### src/design/ttsd_pkg.sv
// ttsd_pkg: shared types and constants for the triple tap sequence detector
// no dependencies; used by the interfaces and every design module
package ttsd_pkg;

    // field widths
    localparam int TIME_WIDTH = 32;
    localparam int MAG_WIDTH  = 16;
    localparam int CFG_DATA_W = 15;
    localparam int CFG_IDX_W  = 3;

    // fixed limits
    localparam logic [15:0] CEILING_MG   = 16'd20000;
    localparam logic [1:0]  SPREAD_RATIO = 2'd3;

    // verdict codes
    typedef enum logic [1:0] {
        V_SINGLE = 2'd0,
        V_DOUBLE = 2'd1,
        V_TRIPLE = 2'd2,
        V_REJECT = 2'd3
    } verdict_t;

    // configuration register indexes
    typedef enum logic [CFG_IDX_W-1:0] {
        R_TAP_THRESHOLD   = 3'd0,
        R_VIBRATION_LIMIT = 3'd1,
        R_SEQUENCE_WINDOW = 3'd2,
        R_MIN_SPACING     = 3'd3,
        R_LOCKOUT         = 3'd4,
        R_BURST_WINDOW    = 3'd5,
        R_BURST_LIMIT     = 3'd6,
        R_SPREAD_FILTER   = 3'd7
    } cfg_idx_t;

    // configuration register file
    typedef struct packed {
        logic [12:0] tap_threshold_mg;
        logic [14:0] vibration_limit_mg;
        logic [10:0] sequence_window_ms;
        logic [8:0]  min_spacing_ms;
        logic [12:0] lockout_ms;
        logic [10:0] burst_window_ms;
        logic [1:0]  burst_limit;
        logic        spread_filter_on;
    } cfg_t;

    localparam cfg_t CFG_RESET = '{
        tap_threshold_mg:   13'd1500,
        vibration_limit_mg: 15'd10000,
        sequence_window_ms: 11'd1000,
        min_spacing_ms:     9'd100,
        lockout_ms:         13'd2000,
        burst_window_ms:    11'd200,
        burst_limit:        2'd2,
        spread_filter_on:   1'b1
    };

    // sequencer states
    typedef enum logic [3:0] {
        S_IDLE,
        S_LOCK,
        S_BASIC,
        S_START,
        S_BURST,
        S_WIN,
        S_T0,
        S_T1,
        S_T2,
        S_T3,
        S_T4,
        S_EMIT
    } state_t;

    // shared compare unit results
    typedef struct packed {
        logic [TIME_WIDTH-1:0] diff;
        logic                  a_lt_b;
        logic                  diff_lt_c;
        logic                  diff_gt_c;
    } cmp_res_t;

    // one result beat
    typedef struct packed {
        verdict_t   verdict;
        logic [1:0] count;
        logic       armed;
    } res_beat_t;

endpackage

### src/design/ttsd_if.sv
// ttsd_if: valid/ready channel interfaces for tap beats and result beats
// depends on ttsd_pkg for field widths

// tap input channel
interface ttsd_tap_if;
    logic                            valid;
    logic                            ready;
    logic [ttsd_pkg::TIME_WIDTH-1:0] tap_time_ms;
    logic [ttsd_pkg::MAG_WIDTH-1:0]  tap_magnitude_mg;

    modport source (output valid, tap_time_ms, tap_magnitude_mg, input ready);
    modport sink   (input valid, tap_time_ms, tap_magnitude_mg, output ready);
endinterface

// result output channel
interface ttsd_res_if;
    logic       valid;
    logic       ready;
    logic [1:0] tap_verdict;
    logic [1:0] taps_in_sequence;
    logic       tap_armed;

    modport source (output valid, tap_verdict, taps_in_sequence, tap_armed,
                    input ready);
    modport sink   (input valid, tap_verdict, taps_in_sequence, tap_armed,
                    output ready);
endinterface

### src/design/triple_tap_sequence_detector_top.sv
// Each accepted tap beat yields exactly one result beat. The tap passes through the
// lockout check, which alone rejects a tap still in lockout, then the threshold,
// ceiling, vibration and spacing screen, which ends there on a reject, then the
// sequence window update and the result hand-off. While a sequence is open the
// burst look-back adds one step to form its start and one per stored tap scanned,
// and a third tap adds three span checks plus, with the spread filter on, two
// magnitude steps. These steps follow from the single shared subtract-and-compare
// unit, which the sequencer uses once per cycle. The input is ready only while the
// sequencer is idle, the cycle after each hand-off, so a new tap is taken only once
// the last one is handed off; a hand-off waits while the output register holds an
// unaccepted result. The result sits in that output register, so a new tap is taken
// while an earlier result waits. Configuration is written through cfg_we, cfg_index
// and cfg_wdata; the user must write it only while idle, the block does not enforce it.
//
// triple_tap_sequence_detector_top: config registers, output register, sequencer
// depends on ttsd_pkg, ttsd_if and ttsd_ctrl
module triple_tap_sequence_detector_top (
    input  logic                             clk,
    input  logic                             rst_n,
    ttsd_tap_if.sink                         tap_in,
    ttsd_res_if.source                       res_out,
    input  logic                             cfg_we,
    input  logic [ttsd_pkg::CFG_IDX_W-1:0]   cfg_index,
    input  logic [ttsd_pkg::CFG_DATA_W-1:0]  cfg_wdata
);
    import ttsd_pkg::*;

    cfg_t      cfg_reg, cfg_next;
    logic      out_valid_reg;
    res_beat_t out_beat_reg;
    logic      slot_free;
    logic      emit_valid;
    res_beat_t emit_beat;

    // configuration write decode
    always_comb
    begin
        cfg_next = cfg_reg;
        if (cfg_we)
        begin
            unique case (cfg_idx_t'(cfg_index))
                R_TAP_THRESHOLD:   cfg_next.tap_threshold_mg   = cfg_wdata[12:0];
                R_VIBRATION_LIMIT: cfg_next.vibration_limit_mg = cfg_wdata[14:0];
                R_SEQUENCE_WINDOW: cfg_next.sequence_window_ms = cfg_wdata[10:0];
                R_MIN_SPACING:     cfg_next.min_spacing_ms     = cfg_wdata[8:0];
                R_LOCKOUT:         cfg_next.lockout_ms         = cfg_wdata[12:0];
                R_BURST_WINDOW:    cfg_next.burst_window_ms    = cfg_wdata[10:0];
                R_BURST_LIMIT:     cfg_next.burst_limit        = cfg_wdata[1:0];
                R_SPREAD_FILTER:   cfg_next.spread_filter_on   = cfg_wdata[0];
                default:           cfg_next = cfg_reg;
            endcase
        end
    end

    always_ff @(posedge clk or negedge rst_n)
    begin
        if (!rst_n)
        begin
            cfg_reg <= CFG_RESET;
        end
        else
        begin
            cfg_reg <= cfg_next;
        end
    end

    // sequencer
    ttsd_ctrl u_ctrl (
        .clk        (clk),
        .rst_n      (rst_n),
        .tap_in     (tap_in),
        .cfg        (cfg_reg),
        .slot_free  (slot_free),
        .emit_valid (emit_valid),
        .emit_beat  (emit_beat)
    );

    // output register
    assign slot_free = !out_valid_reg || res_out.ready;

    always_ff @(posedge clk or negedge rst_n)
    begin
        if (!rst_n)
        begin
            out_valid_reg <= 1'b0;
        end
        else if (emit_valid)
        begin
            out_valid_reg <= 1'b1;
        end
        else if (res_out.ready)
        begin
            out_valid_reg <= 1'b0;
        end
    end

    always_ff @(posedge clk)
    begin
        if (emit_valid)
        begin
            out_beat_reg <= emit_beat;
        end
    end

    assign res_out.valid            = out_valid_reg;
    assign res_out.tap_verdict      = out_beat_reg.verdict;
    assign res_out.taps_in_sequence = out_beat_reg.count;
    assign res_out.tap_armed        = out_beat_reg.armed;

endmodule

### src/design/ttsd_cmp_unit.sv
// ttsd_cmp_unit: shared modular subtract and compare unit
// depends on ttsd_pkg; time-shared by the sequencer in ttsd_ctrl
module ttsd_cmp_unit (
    input  logic [ttsd_pkg::TIME_WIDTH-1:0] op_a,
    input  logic [ttsd_pkg::TIME_WIDTH-1:0] op_b,
    input  logic [ttsd_pkg::TIME_WIDTH-1:0] op_c,
    output ttsd_pkg::cmp_res_t              res
);
    import ttsd_pkg::*;

    logic [TIME_WIDTH:0] diff_ext;

    // one subtract, borrow gives a < b, wrapped difference compared with c
    always_comb
    begin
        diff_ext      = {1'b0, op_a} - {1'b0, op_b};
        res.diff      = diff_ext[TIME_WIDTH-1:0];
        res.a_lt_b    = diff_ext[TIME_WIDTH];
        res.diff_lt_c = diff_ext[TIME_WIDTH-1:0] < op_c;
        res.diff_gt_c = diff_ext[TIME_WIDTH-1:0] > op_c;
    end

endmodule

### src/design/ttsd_ctrl.sv
// ttsd_ctrl: tap judging sequencer, sequence state and stored taps
// depends on ttsd_pkg, ttsd_tap_if and ttsd_cmp_unit
module ttsd_ctrl (
    input  logic                 clk,
    input  logic                 rst_n,
    ttsd_tap_if.sink             tap_in,
    input  ttsd_pkg::cfg_t       cfg,
    input  logic                 slot_free,
    output logic                 emit_valid,
    output ttsd_pkg::res_beat_t  emit_beat
);
    import ttsd_pkg::*;

    state_t state_reg, state_next;

    // current tap
    logic [TIME_WIDTH-1:0] now_reg;
    logic [MAG_WIDTH-1:0]  mag_reg;

    // sequence and lockout state
    verdict_t              verdict_reg, verdict_next;
    logic                  seq_active_reg, seq_active_next;
    logic [1:0]            seq_count_reg, seq_count_next;
    logic [TIME_WIDTH-1:0] seq_start_reg, seq_start_next;
    logic [TIME_WIDTH-1:0] last_tap_reg, last_tap_next;
    logic                  lockout_reg, lockout_next;
    logic [TIME_WIDTH-1:0] last_detect_reg, last_detect_next;
    logic                  armed_reg, armed_next;

    // burst scan and spread working registers
    logic [TIME_WIDTH-1:0] start_reg, start_next;
    logic [1:0]            idx_reg, idx_next;
    logic [1:0]            rapid_reg, rapid_next;
    logic [MAG_WIDTH-1:0]  lo_reg, lo_next;
    logic [MAG_WIDTH-1:0]  hi_reg, hi_next;

    // stored taps of the current sequence
    logic [TIME_WIDTH-1:0] times_reg [0:2];
    logic [MAG_WIDTH-1:0]  mags_reg  [0:2];
    logic                  store_en;
    logic [1:0]            store_idx;

    // shared unit
    logic [TIME_WIDTH-1:0] op_a, op_b, op_c;
    cmp_res_t              res;

    // decisions
    logic                  accept;
    logic                  lock_hold;
    logic                  basic_rej;
    logic                  hit;
    logic [1:0]            rapid_sum;
    logic                  burst_last;
    logic                  burst_rej;
    logic                  act_eff;
    logic [1:0]            cnt_eff;
    logic                  win_full;
    logic [1:0]            new_count;
    logic                  spread_bad;
    logic                  tri_fail;
    logic                  tri_pass;
    logic                  seq_clear;
    logic [MAG_WIDTH-1:0]  lo_mag, hi_mag;

    assign tap_in.ready = (state_reg == S_IDLE);
    assign accept       = tap_in.valid && tap_in.ready;

    ttsd_cmp_unit u_cmp (
        .op_a (op_a),
        .op_b (op_b),
        .op_c (op_c),
        .res  (res)
    );

    // operand select for the shared unit
    always_comb
    begin
        op_a = '0;
        op_b = '0;
        op_c = '0;
        unique case (state_reg)
            S_LOCK:
            begin
                op_a = now_reg;
                op_b = last_detect_reg;
                op_c = TIME_WIDTH'(cfg.lockout_ms);
            end
            S_BASIC:
            begin
                op_a = now_reg;
                op_b = last_tap_reg;
                op_c = TIME_WIDTH'(cfg.min_spacing_ms);
            end
            S_START:
            begin
                op_a = now_reg;
                op_b = TIME_WIDTH'(cfg.burst_window_ms);
            end
            S_BURST:
            begin
                op_a = times_reg[idx_reg];
                op_b = start_reg;
            end
            S_WIN:
            begin
                op_a = now_reg;
                op_b = seq_start_reg;
                op_c = TIME_WIDTH'(cfg.sequence_window_ms);
            end
            S_T0:
            begin
                op_a = times_reg[2];
                op_b = times_reg[0];
                op_c = TIME_WIDTH'(cfg.sequence_window_ms);
            end
            S_T1:
            begin
                op_a = times_reg[1];
                op_b = times_reg[0];
                op_c = TIME_WIDTH'(cfg.min_spacing_ms);
            end
            S_T2:
            begin
                op_a = times_reg[2];
                op_b = times_reg[1];
                op_c = TIME_WIDTH'(cfg.min_spacing_ms);
            end
            default:
            begin
                op_a = '0;
            end
        endcase
    end

    // decision flags
    always_comb
    begin
        lock_hold  = lockout_reg && res.diff_lt_c;
        basic_rej  = (32'(mag_reg) < 32'(cfg.tap_threshold_mg))
                  || (now_reg == '0)
                  || (32'(mag_reg) > 32'(CEILING_MG))
                  || ((last_tap_reg != '0) && res.diff_lt_c)
                  || (32'(mag_reg) > 32'(cfg.vibration_limit_mg));
        hit        = !res.a_lt_b;
        rapid_sum  = rapid_reg + {1'b0, hit};
        burst_last = (idx_reg == (seq_count_reg - 2'd1)) || (idx_reg == 2'd2);
        burst_rej  = rapid_sum >= cfg.burst_limit;
        act_eff    = seq_active_reg && !res.diff_gt_c;
        cnt_eff    = act_eff ? seq_count_reg : 2'd0;
        win_full   = (cnt_eff == 2'd3);
        new_count  = cnt_eff + 2'd1;
        spread_bad = (MAG_WIDTH+2)'(hi_reg)
                   > ((MAG_WIDTH+2)'(lo_reg) * (MAG_WIDTH+2)'(SPREAD_RATIO));
        tri_fail   = ((state_reg == S_T0) && res.diff_gt_c)
                  || (((state_reg == S_T1) || (state_reg == S_T2)) && res.diff_lt_c)
                  || ((state_reg == S_T4) && spread_bad);
        tri_pass   = ((state_reg == S_T2) && !res.diff_lt_c && !cfg.spread_filter_on)
                  || ((state_reg == S_T4) && !spread_bad);
        seq_clear  = tri_fail || tri_pass || ((state_reg == S_WIN) && win_full);
    end

    // min and max of the three stored magnitudes
    always_comb
    begin
        lo_mag = mags_reg[0];
        hi_mag = mags_reg[0];
        if (mags_reg[1] < lo_mag)
        begin
            lo_mag = mags_reg[1];
        end
        if (mags_reg[1] > hi_mag)
        begin
            hi_mag = mags_reg[1];
        end
        if (mags_reg[2] < lo_mag)
        begin
            lo_mag = mags_reg[2];
        end
        if (mags_reg[2] > hi_mag)
        begin
            hi_mag = mags_reg[2];
        end
    end

    // next state
    always_comb
    begin
        state_next = state_reg;
        unique case (state_reg)
            S_IDLE:
            begin
                if (accept)
                begin
                    state_next = S_LOCK;
                end
            end
            S_LOCK:
            begin
                state_next = lock_hold ? S_EMIT : S_BASIC;
            end
            S_BASIC:
            begin
                if (basic_rej)
                begin
                    state_next = S_EMIT;
                end
                else if (seq_count_reg != 2'd0)
                begin
                    state_next = S_START;
                end
                else
                begin
                    state_next = S_WIN;
                end
            end
            S_START:
            begin
                state_next = S_BURST;
            end
            S_BURST:
            begin
                if (burst_last)
                begin
                    state_next = burst_rej ? S_EMIT : S_WIN;
                end
            end
            S_WIN:
            begin
                state_next = (win_full || (new_count != 2'd3)) ? S_EMIT : S_T0;
            end
            S_T0:
            begin
                state_next = tri_fail ? S_EMIT : S_T1;
            end
            S_T1:
            begin
                state_next = tri_fail ? S_EMIT : S_T2;
            end
            S_T2:
            begin
                state_next = (tri_fail || tri_pass) ? S_EMIT : S_T3;
            end
            S_T3:
            begin
                state_next = S_T4;
            end
            S_T4:
            begin
                state_next = S_EMIT;
            end
            S_EMIT:
            begin
                if (slot_free)
                begin
                    state_next = S_IDLE;
                end
            end
            default:
            begin
                state_next = S_IDLE;
            end
        endcase
    end

    // datapath updates per state
    always_comb
    begin
        verdict_next     = verdict_reg;
        seq_active_next  = seq_active_reg;
        seq_count_next   = seq_count_reg;
        seq_start_next   = seq_start_reg;
        last_tap_next    = last_tap_reg;
        lockout_next     = lockout_reg;
        last_detect_next = last_detect_reg;
        armed_next       = armed_reg;
        start_next       = start_reg;
        idx_next         = idx_reg;
        rapid_next       = rapid_reg;
        lo_next          = lo_reg;
        hi_next          = hi_reg;
        store_en         = 1'b0;
        store_idx        = cnt_eff;

        unique case (state_reg)
            S_LOCK:
            begin
                if (lock_hold)
                begin
                    verdict_next = V_REJECT;
                end
                else if (lockout_reg)
                begin
                    lockout_next = 1'b0;
                    armed_next   = 1'b1;
                end
            end
            S_BASIC:
            begin
                if (basic_rej)
                begin
                    verdict_next = V_REJECT;
                end
            end
            S_START:
            begin
                start_next = res.diff;
                idx_next   = 2'd0;
                rapid_next = 2'd0;
            end
            S_BURST:
            begin
                rapid_next = rapid_sum;
                idx_next   = idx_reg + 2'd1;
                if (burst_last && burst_rej)
                begin
                    verdict_next = V_REJECT;
                end
            end
            S_WIN:
            begin
                if (win_full)
                begin
                    verdict_next = V_REJECT;
                end
                else
                begin
                    seq_active_next = 1'b1;
                    if (!act_eff)
                    begin
                        seq_start_next = now_reg;
                    end
                    seq_count_next = new_count;
                    last_tap_next  = now_reg;
                    store_en       = 1'b1;
                    if (new_count == 2'd1)
                    begin
                        verdict_next = V_SINGLE;
                    end
                    else if (new_count == 2'd2)
                    begin
                        verdict_next = V_DOUBLE;
                    end
                end
            end
            S_T3:
            begin
                lo_next = lo_mag;
                hi_next = hi_mag;
            end
            default:
            begin
                store_en = 1'b0;
            end
        endcase

        // triple outcome
        if (tri_fail)
        begin
            verdict_next = V_REJECT;
        end
        if (tri_pass)
        begin
            verdict_next     = V_TRIPLE;
            last_detect_next = now_reg;
            lockout_next     = 1'b1;
            armed_next       = 1'b0;
        end

        // sequence cleared after a triple attempt or an overfull sequence
        if (seq_clear)
        begin
            seq_active_next = 1'b0;
            seq_count_next  = 2'd0;
            seq_start_next  = '0;
            last_tap_next   = '0;
        end
    end

    // control and sequence state
    always_ff @(posedge clk or negedge rst_n)
    begin
        if (!rst_n)
        begin
            state_reg       <= S_IDLE;
            verdict_reg     <= V_SINGLE;
            seq_active_reg  <= 1'b0;
            seq_count_reg   <= 2'd0;
            seq_start_reg   <= '0;
            last_tap_reg    <= '0;
            lockout_reg     <= 1'b0;
            last_detect_reg <= '0;
            armed_reg       <= 1'b1;
            idx_reg         <= 2'd0;
            rapid_reg       <= 2'd0;
        end
        else
        begin
            state_reg       <= state_next;
            verdict_reg     <= verdict_next;
            seq_active_reg  <= seq_active_next;
            seq_count_reg   <= seq_count_next;
            seq_start_reg   <= seq_start_next;
            last_tap_reg    <= last_tap_next;
            lockout_reg     <= lockout_next;
            last_detect_reg <= last_detect_next;
            armed_reg       <= armed_next;
            idx_reg         <= idx_next;
            rapid_reg       <= rapid_next;
        end
    end

    // payload and working registers
    always_ff @(posedge clk)
    begin
        if (accept)
        begin
            now_reg <= tap_in.tap_time_ms;
            mag_reg <= tap_in.tap_magnitude_mg;
        end
        start_reg <= start_next;
        lo_reg    <= lo_next;
        hi_reg    <= hi_next;
    end

    // stored tap slots
    always_ff @(posedge clk)
    begin
        if (store_en)
        begin
            times_reg[store_idx] <= now_reg;
            mags_reg[store_idx]  <= mag_reg;
        end
    end

    // result beat toward the output register
    assign emit_valid        = (state_reg == S_EMIT) && slot_free;
    assign emit_beat.verdict = verdict_reg;
    assign emit_beat.count   = seq_count_reg;
    assign emit_beat.armed   = armed_reg;

    // an accepted tap always starts with the lockout check
    a_accept_to_lock: assert property (@(posedge clk) disable iff (!rst_n)
        accept |=> (state_reg == S_LOCK))
        else $error("accepted tap did not enter lockout check");

    // a result is only handed over when the output register can take it
    a_emit_slot: assert property (@(posedge clk) disable iff (!rst_n)
        emit_valid |-> slot_free)
        else $error("result emitted into a full output register");

    // between taps a sequence never keeps three taps
    a_count_max: assert property (@(posedge clk) disable iff (!rst_n)
        (state_reg == S_IDLE) |-> (seq_count_reg != 2'd3))
        else $error("sequence holds three taps between beats");

    // armed is exactly the inverse of lockout
    a_armed_lock: assert property (@(posedge clk) disable iff (!rst_n)
        armed_reg != lockout_reg)
        else $error("armed flag and lockout disagree");

    // a triple verdict comes with lockout set
    a_triple_lock: assert property (@(posedge clk) disable iff (!rst_n)
        (emit_valid && (verdict_reg == V_TRIPLE)) |-> lockout_reg)
        else $error("triple reported without lockout");

endmodule

### src/flat_wrapper.sv
// flat-port wrapper written by rule: the top's interface ports become plain ports
module triple_tap_sequence_detector_top_flat import ttsd_pkg::*;
  (clk, rst_n, cfg_we, cfg_index, cfg_wdata, tap_in_valid, tap_in_tap_time_ms, tap_in_tap_magnitude_mg, tap_in_ready, res_out_valid, res_out_tap_verdict, res_out_taps_in_sequence, res_out_tap_armed, res_out_ready);
  ttsd_tap_if tap_in_i ();
  ttsd_res_if res_out_i ();
  input  logic clk;
  input  logic rst_n;
  input  logic cfg_we;
  input  logic [ttsd_pkg::CFG_IDX_W-1:0] cfg_index;
  input  logic [ttsd_pkg::CFG_DATA_W-1:0] cfg_wdata;
  input wire logic [$bits(tap_in_i.valid)-1:0] tap_in_valid;
  input wire logic [$bits(tap_in_i.tap_time_ms)-1:0] tap_in_tap_time_ms;
  input wire logic [$bits(tap_in_i.tap_magnitude_mg)-1:0] tap_in_tap_magnitude_mg;
  output wire logic [$bits(tap_in_i.ready)-1:0] tap_in_ready;
  output wire logic [$bits(res_out_i.valid)-1:0] res_out_valid;
  output wire logic [$bits(res_out_i.tap_verdict)-1:0] res_out_tap_verdict;
  output wire logic [$bits(res_out_i.taps_in_sequence)-1:0] res_out_taps_in_sequence;
  output wire logic [$bits(res_out_i.tap_armed)-1:0] res_out_tap_armed;
  input wire logic [$bits(res_out_i.ready)-1:0] res_out_ready;
  assign tap_in_i.valid = tap_in_valid;
  assign tap_in_i.tap_time_ms = tap_in_tap_time_ms;
  assign tap_in_i.tap_magnitude_mg = tap_in_tap_magnitude_mg;
  assign tap_in_ready = tap_in_i.ready;
  assign res_out_valid = res_out_i.valid;
  assign res_out_tap_verdict = res_out_i.tap_verdict;
  assign res_out_taps_in_sequence = res_out_i.taps_in_sequence;
  assign res_out_tap_armed = res_out_i.tap_armed;
  assign res_out_i.ready = res_out_ready;
  triple_tap_sequence_detector_top u_core (.clk(clk), .rst_n(rst_n), .tap_in(tap_in_i), .res_out(res_out_i), .cfg_we(cfg_we), .cfg_index(cfg_index), .cfg_wdata(cfg_wdata));
endmodule
### config.mk
export PLATFORM = sky130hd
export DESIGN_NAME = triple_tap_sequence_detector_top_flat
export DESIGN_NICKNAME = d
export VERILOG_FILES = /design/src/design/ttsd_pkg.sv /design/src/design/ttsd_if.sv /design/src/design/triple_tap_sequence_detector_top.sv /design/src/design/ttsd_cmp_unit.sv /design/src/design/ttsd_ctrl.sv /design/src/flat_wrapper.sv
export SDC_FILE = /design/constraint.sdc
export NUM_CORES = 1
export LEC_CHECK = 0
export BUFFER_PORTS_ARGS = -buffer_cell sky130_fd_sc_hd__buf_2
export CORE_MARGIN = 2
export CORE_UTILIZATION = 60
export DETAILED_ROUTE_END_ITERATION = 10
export PLACE_DENSITY_LB_ADDON = 0.05
export SLEW_MARGIN = 20
export SYNTH_ARGS = -nofsm -noshare
export SYNTH_HDL_FRONTEND = slang
export SYNTH_SLANG_ARGS = --single-unit
### constraint.sdc
create_clock -name clk -period 11.09 [get_ports clk]
set_input_delay 2.218 -clock clk [delete_from_list [all_inputs] [get_ports clk]]
set_output_delay 2.218 -clock clk [all_outputs]
set_load 0.01 [all_outputs]
==> results of run 1 <==
## worst max-delay path, cell delays in order (launching register included)
cell       delay [ps]
dfrtp_1           650
nand2_1           300
nor2_2            780
a222oi_1          260
a21boi_0          180
ha_1              290
inv_1              80
fa_1              270
a211oi_2          100
o21ai_2           220
a21boi_1          170
o41ai_1           940
a21oi_1           240
o31ai_1           360
xor2_1            220
nand4bb_2         360
nor3_1            100
nand2_1           170
inv_1             100
ha_1              310
nor2_4            910
o31ai_4           510
buf_4             390
mux2_1            340
and3_1            180
## cells by family after synthesis
kind of cell	count (synthesis)
fa+ha+maj	163
flops	480
mux	196
buf+inv	189
simple gates	461
xor+xnor	41
other cells	1
compound gates	497
## layout make-up
| cell class | instances | share of cell area |
|---|---|---|
| Sequential cell | 480 | 0.483 |
| Multi-Input combinational cell | 1390 | 0.394 |
| Clock buffer | 65 | 0.0497 |
| Tap cell | 532 | 0.0238 |
| Timing Repair Buffer | 108 | 0.0224 |
| Clock inverter | 30 | 0.0147 |
| Inverter | 90 | 0.0121 |
| Antenna cell | 1 | 0.0000895 |
## routing by layer
layer | up-vias | global-route usage
met2 | 892 | 0.460
met3 | 120 | 0.0613
met4 | 2 | 0.0977
li1 | 8047 | -
met5 | - | 0
met1 | 8859 | 0.452
## worst max path at each step
stage	startpoint	end	slack, ps	depth (start not counted)
after floorplan	u_core.u_ctrl.state_reg[0]$_DFFE_PN0P_	u_core.u_ctrl.mags_reg[0][0]$_DFFE_PP_	2770	28
after global placement	u_core.u_ctrl.state_reg[3]$_DFFE_PN0P_	u_core.u_ctrl.seq_start_reg[31]$_DFFE_PN0P_	2990	31
after detailed placement	u_core.u_ctrl.state_reg[3]$_DFFE_PN0P_	u_core.u_ctrl.seq_start_reg[30]$_DFFE_PN0P_	2720	31
after CTS	u_core.u_ctrl.state_reg[3]$_DFFE_PN0P_	u_core.u_ctrl.seq_start_reg[24]$_DFFE_PN0P_	2690	31
after global routing	u_core.u_ctrl.state_reg[1]$_DFFE_PN0P_	u_core.u_ctrl.seq_start_reg[19]$_DFFE_PN0P_	2050	31
final	u_core.u_ctrl.state_reg[1]$_DFFE_PN0P_	u_core.u_ctrl.seq_start_reg[24]$_DFFE_PN0P_	2490	24
## synthesized netlist by cell type, types with 52 or more instances
cell type / instances / area [um^2]
a21oi_1: 101 / 505
a222oi_1: 52 / 521
a22oi_1: 66 / 495
clkbuf_1: 80 / 300
dfrtp_1: 154 / 3850
edfxtp_1: 293 / 8800
ha_1: 161 / 2010
inv_1: 90 / 338
mux2_2: 82 / 923
nand2_1: 174 / 653
nor2_1: 67 / 251
o21ai_0: 82 / 410
## power groups by stage
stage / Combinational (mW) / Sequential [mW] / Clock (mW)
finish: 4.32 / 2.81 / 1.81
global route: 4.72 / 2.85 / 1.91
CTS: 4.23 / 2.80 / 1.84
detailed placement: 4.19 / 2.83 / 0
global placement: 4.13 / 2.82 / 0
floorplan: 3.12 / 2.66 / 0
==> flow_summary.yaml, run 1 <==
pwr:
  p_sw_frac: 0.415
  intPower_mw: 5.23
  total_leakage_power_nw: 11.3
  comb_power_share: 0.483
  max-vdd-ir-drop_mv: 0.210
  power.share.sequential: 0.315
  total_power_mw: 8.94
  clkPwrFrac: 0.203
  power.density_nw_per_um2: 320
  p_switching_mw: 3.71
synthesis:
  synth.yosys.warnings: 0
  yosys.area_share.adder: 0.0820
  synth_xor_area_frac: 0.0143
  synth_top_family_by_area: "compound AO/OA/AOI/OAI gates"
  ys_seq_area_frac: 0.539
  synth_compound_area_frac: 0.143
  synth.avg_cell_area_um2: 12.4
  netlist_area_um2: 25100
  async_reset_ff_frac: 0.390
  synthMuxAreaShare: 0.0999
  synth-seq-cells: 480
  synth_cells: 2028
  yosys.area_share.simple: 0.0918
  synth_flop_cell: "edfxtp_1"
  synth-edff-count: 293
  yosysUniqueCellTypes: 85
flow_run:
  drv_cap: 0
worst_hold_path:
  hold_class: "flip-flop to flip-flop"
  hp-start: "u_core.u_ctrl.verdict_reg[1]$_DFFE_PN0P_"
  hold_end: "u_core.res_out.tap_verdict[1]$_DFFE_PP_"
  hold_depth: 0
cts:
  cts_tree: "done"
  cts_buffers: 51
  cts_buffer_depth: 3
  holdBufCountCts: 0
  clkTransAtPathRegs_ps: 60
  clock-sinks: 480
  clk_root_buffer_cell: "clkbuf_16"
  cts_resized: 0
  cts_setup_buffers: 0
  clock_latency_ps: 600
  htreeDepth: 2
timing:
  final-setup-viol-count: 0
  timing.final.crit_share: 0.775
  hold_violations: 0
  worst_pin_slew_ps: 1140
  relSlewSlack: 0.230
  max_clock_freq_mhz: 116
  hold_ws_ps: 476
  drv_slew: 0
  post-route-worst-setup-slack_ps: 2490
  finalCriticalPeriod_ps: 8600
  rsz0062_at_grt: "no"
  fin_skew_ps: 31.7
  setup_tns_ps: 0
die:
  coreArea_um2: 41000
  initial_core_util: 0.611
  ios: 78
  num_rows: 74
  die_h_um: 208
  die_w_um: 208
  die_area_um2: 43400
cells_and_area:
  ff_latch_area_um2: 13500
  final_nets: 2355
  drive_above_1_share: 0.173
  multi_input_area_um2: 11000
  largest_reg_flops: 128
  final_cells: 2696
  final_common_cell: "edfxtp_1"
  nFillCells: 3027
  syn_to_final_growth_pct: 11.6
  post-route-util: 0.682
  final_area_um2: 28000
  layout_common_cells: "edfxtp_1 (293), nand2_1 (174), ha_1 (161)"
global_routing:
  grt_first_pass_wirelength_um: 102000
  grt_usage: 0.307
  grt_max_degree: 76
  overflow: 0
  antenna_found_initial: 2
  grt_pass1_vias: 17533
setup_path:
  cp-start-kind: "flip-flop"
  crit_fanout: 38
  arrival_ps: 9080
  ff2ff_setup_slack_ps: 2490
  crit_type: "flip-flop to flip-flop"
  r2r_start: "u_core.u_ctrl.state_reg[1]$_DFFE_PN0P_"
  r2r-end: "u_core.u_ctrl.seq_start_reg[24]$_DFFE_PN0P_"
  rr_worst_depth: 24
  endpoint_kind: "flip-flop"
  cp.required_ps: 11570
placed_design:
  placed_cell_area_um2: 26200
  dp_hpwl_um: 45000
  placed_cells: 2600
  place_ws_ps: 2720
  gp_congestion: 0.909
  port_buffers: 77
detailed_routing:
  drt_iter0_drc: 2275
  met2_length_um: 29300
  routed.top_layer: "met5"
  via_count: 17920
  wl_met1_um: 29100
  route.met3.wl_um: 6280
  wire_per_inst_um: 24.6
  first_pass_iters: 8
  viasPerCell: 6.65
  route.detailed.drc: 0
  drtAntennaViolNets: 0
  routed_wl_um: 66500
run_status:
  outcome: "finished, final reports clean"
Power figures use the tool's default switching activity.
==> run 2: changes to the inputs <==
clock period = 8.54 ns   (was 11.09 ns; I/O delays follow)
==> flow_summary.yaml, run 2 (same netlist as run 1, synthesis figures left out) <==
run_status:
  outcome: "finished, final reports clean"
setup_path:
  ff2ff_setup_slack_ps: 490
  cp-start-kind: "flip-flop"
  crit_chain: "nand2_1 -> nor3_2 -> buf_4 -> buf_4 -> a222oi_1 -> and3_1 -> ha_1 -> and2_1 -> a21boi_1 -> o41ai_1 -> xor2_1 -> or4b_1 -> or4_1 -> nor4_1 -> ha_1 -> nor2_4 -> buf_4 -> o31ai_4 -> buf_4 -> mux2_1 -> and3_1"
  crit_fanout: 25
  crit_slowest_cell: "o41ai_1"
  crit_type: "flip-flop to flip-flop"
  crit_path_max_incr_delay_ps: 950
  cp.required_ps: 9020
  timing.critical_path.mode_cell: "buf_4"
  arrival_ps: 8530
  endpoint_kind: "flip-flop"
die:
  ios: 78
  die_h_um: 208
  die_area_um2: 43400
  coreArea_um2: 41000
  num_rows: 74
  initial_core_util: 0.611
  die_w_um: 208
cts:
  cts_tree: "done"
  clock-sinks: 480
  cts_buffers: 50
  holdBufCountCts: 0
  cts_buffer_depth: 3
  clk_root_buffer_cell: "clkbuf_16"
  cts_resized: 0
  clkTransAtPathRegs_ps: 60
  htreeDepth: 2
  clock_latency_ps: 610
  cts_setup_buffers: 0
global_routing:
  grt_usage: 0.311
  grt_max_degree: 109
  grt_pass1_vias: 17901
  overflow: 0
  grt_first_pass_wirelength_um: 104000
  antenna_found_initial: 0
placed_design:
  placed_cell_area_um2: 26200
  port_buffers: 77
  gp_congestion: 0.943
  dp_hpwl_um: 45900
  place_ws_ps: 766
cells_and_area:
  final_common_cell: "edfxtp_1"
  drive_above_1_share: 0.179
  largest_reg_flops: 128
  final_area_um2: 28000
  syn_to_final_growth_pct: 11.8
  final_nets: 2364
  post-route-util: 0.683
  antennaDiodeCount: 0
  layout_common_cells: "edfxtp_1 (293), nand2_1 (174), ha_1 (161)"
timing:
  worst_pin_slew_ps: 1170
  relSlewSlack: 0.211
  finalCriticalPeriod_ps: 8050
  setup_tns_ps: 0
  hold_violations: 0
  hold_ws_ps: 510
  max_clock_freq_mhz: 124
  fin_skew_ps: 25.1
  final-setup-viol-count: 0
  drv_slew: 0
  rsz0062_at_grt: "no"
  timing.final.crit_share: 0.942
  post-route-worst-setup-slack_ps: 494
detailed_routing:
  wire_per_inst_um: 24.9
  route.detailed.drc: 0
  via_count: 17964
  routed_wl_um: 67200
  first_pass_iters: 10
  drtAntennaViolNets: 0
  viasPerCell: 6.64
  drt_iter0_drc: 2130
worst_hold_path:
  hold_class: "flip-flop to flip-flop"
pwr:
  power.density_nw_per_um2: 413
  max-vdd-ir-drop_mv: 0.242
  total_leakage_power_nw: 11.4
flow_run:
  drv_cap: 0
[run 2: changes by cell type in the layout (fill, tap and decap cells not counted), moves of 2 or more]
| cell | previous run | this run |
|---|---|---|
| buf_4 | 31 | 40 |
| bufinv_16 | 9 | 5 |
| clkbuf_1 | 10 | 5 |
| clkbuf_8 | 3 | 9 |
| inv_6 | 2 | 4 |
[run 2: worst paths after layout]
| check | start | to | cells after the start |
|---|---|---|---|
| worst max-delay path | u_core.u_ctrl.state_reg[1]$_DFFE_PN0P_ | u_core.u_ctrl.seq_start_reg[4]$_DFFE_PN0P_ | 21 |
| worst min-delay path | u_core.cfg_reg[25]$_DFFE_PN0P_ | u_core.cfg_reg[25]$_DFFE_PN0P_ | 1 |
| worst max register to register | u_core.u_ctrl.state_reg[1]$_DFFE_PN0P_ | u_core.u_ctrl.seq_start_reg[4]$_DFFE_PN0P_ | 21 |
| worst min register to register | u_core.cfg_reg[25]$_DFFE_PN0P_ | u_core.cfg_reg[25]$_DFFE_PN0P_ | 1 |
| max in group asynchronous | rst_n | u_core.cfg_reg[48]$_DFFE_PN0P_ | 2 |
| min in group asynchronous | rst_n | u_core.u_ctrl.seq_start_reg[6]$_DFFE_PN0P_ | 1 |
[run 2: through the flow]
stage	std cells	power (mW)
4_1_cts	2704	11.5
5_1_grt	2704	12.3
6_report	2704	11.6
2_1_floorplan	2059	7.50
3_5_place_dp	2610	9.13
3_3_place_gp	2610	9.04
[run 2: layout make-up]
cell class	instances	area, um^2
Clock inverter	27	299
Tap cell	532	666
Multi-Input combinational cell	1390	11000
Inverter	90	338
Timing Repair Buffer	118	714
Clock buffer	67	1460
Sequential cell	480	13500
Fill cell	3002	13000
[run 2: power by group]
| group | total, mW | switching [mW] | internal, mW | leakage, nW |
|---|---|---|---|---|
| clock network | 2.30 | 0.936 | 1.36 | 0.862 |
| logic | 5.63 | 3.46 | 2.17 | 5.54 |
| registers | 3.64 | 0.429 | 3.21 | 4.99 |
| total | 11.6 | 4.83 | 6.74 | 11.4 |
[run 2: worst max-delay path, delay by kind of cell, from the launching register on]
| kind | cells | cell delay (ps) |
|---|---|---|
| AND/OR/NAND/NOR | 9 | 2920 |
| XOR/XNOR | 1 | 230 |
| buffers and inverters | 4 | 1540 |
| flip-flops | 1 | 650 |
| AO/OA/AOI/OAI | 4 | 1410 |
| multiplexers | 1 | 380 |
| adder cells (fa/ha/maj) | 2 | 760 |
[run 2: metal layers]
metal	vias up	global-route usage	share of wire
met2	839	0.485	0.46
met5	-	0	0
met1	8935	0.453	0.44
li1	8068	-	-
met4	0	0.100	0.026
met3	122	0.0442	0.080
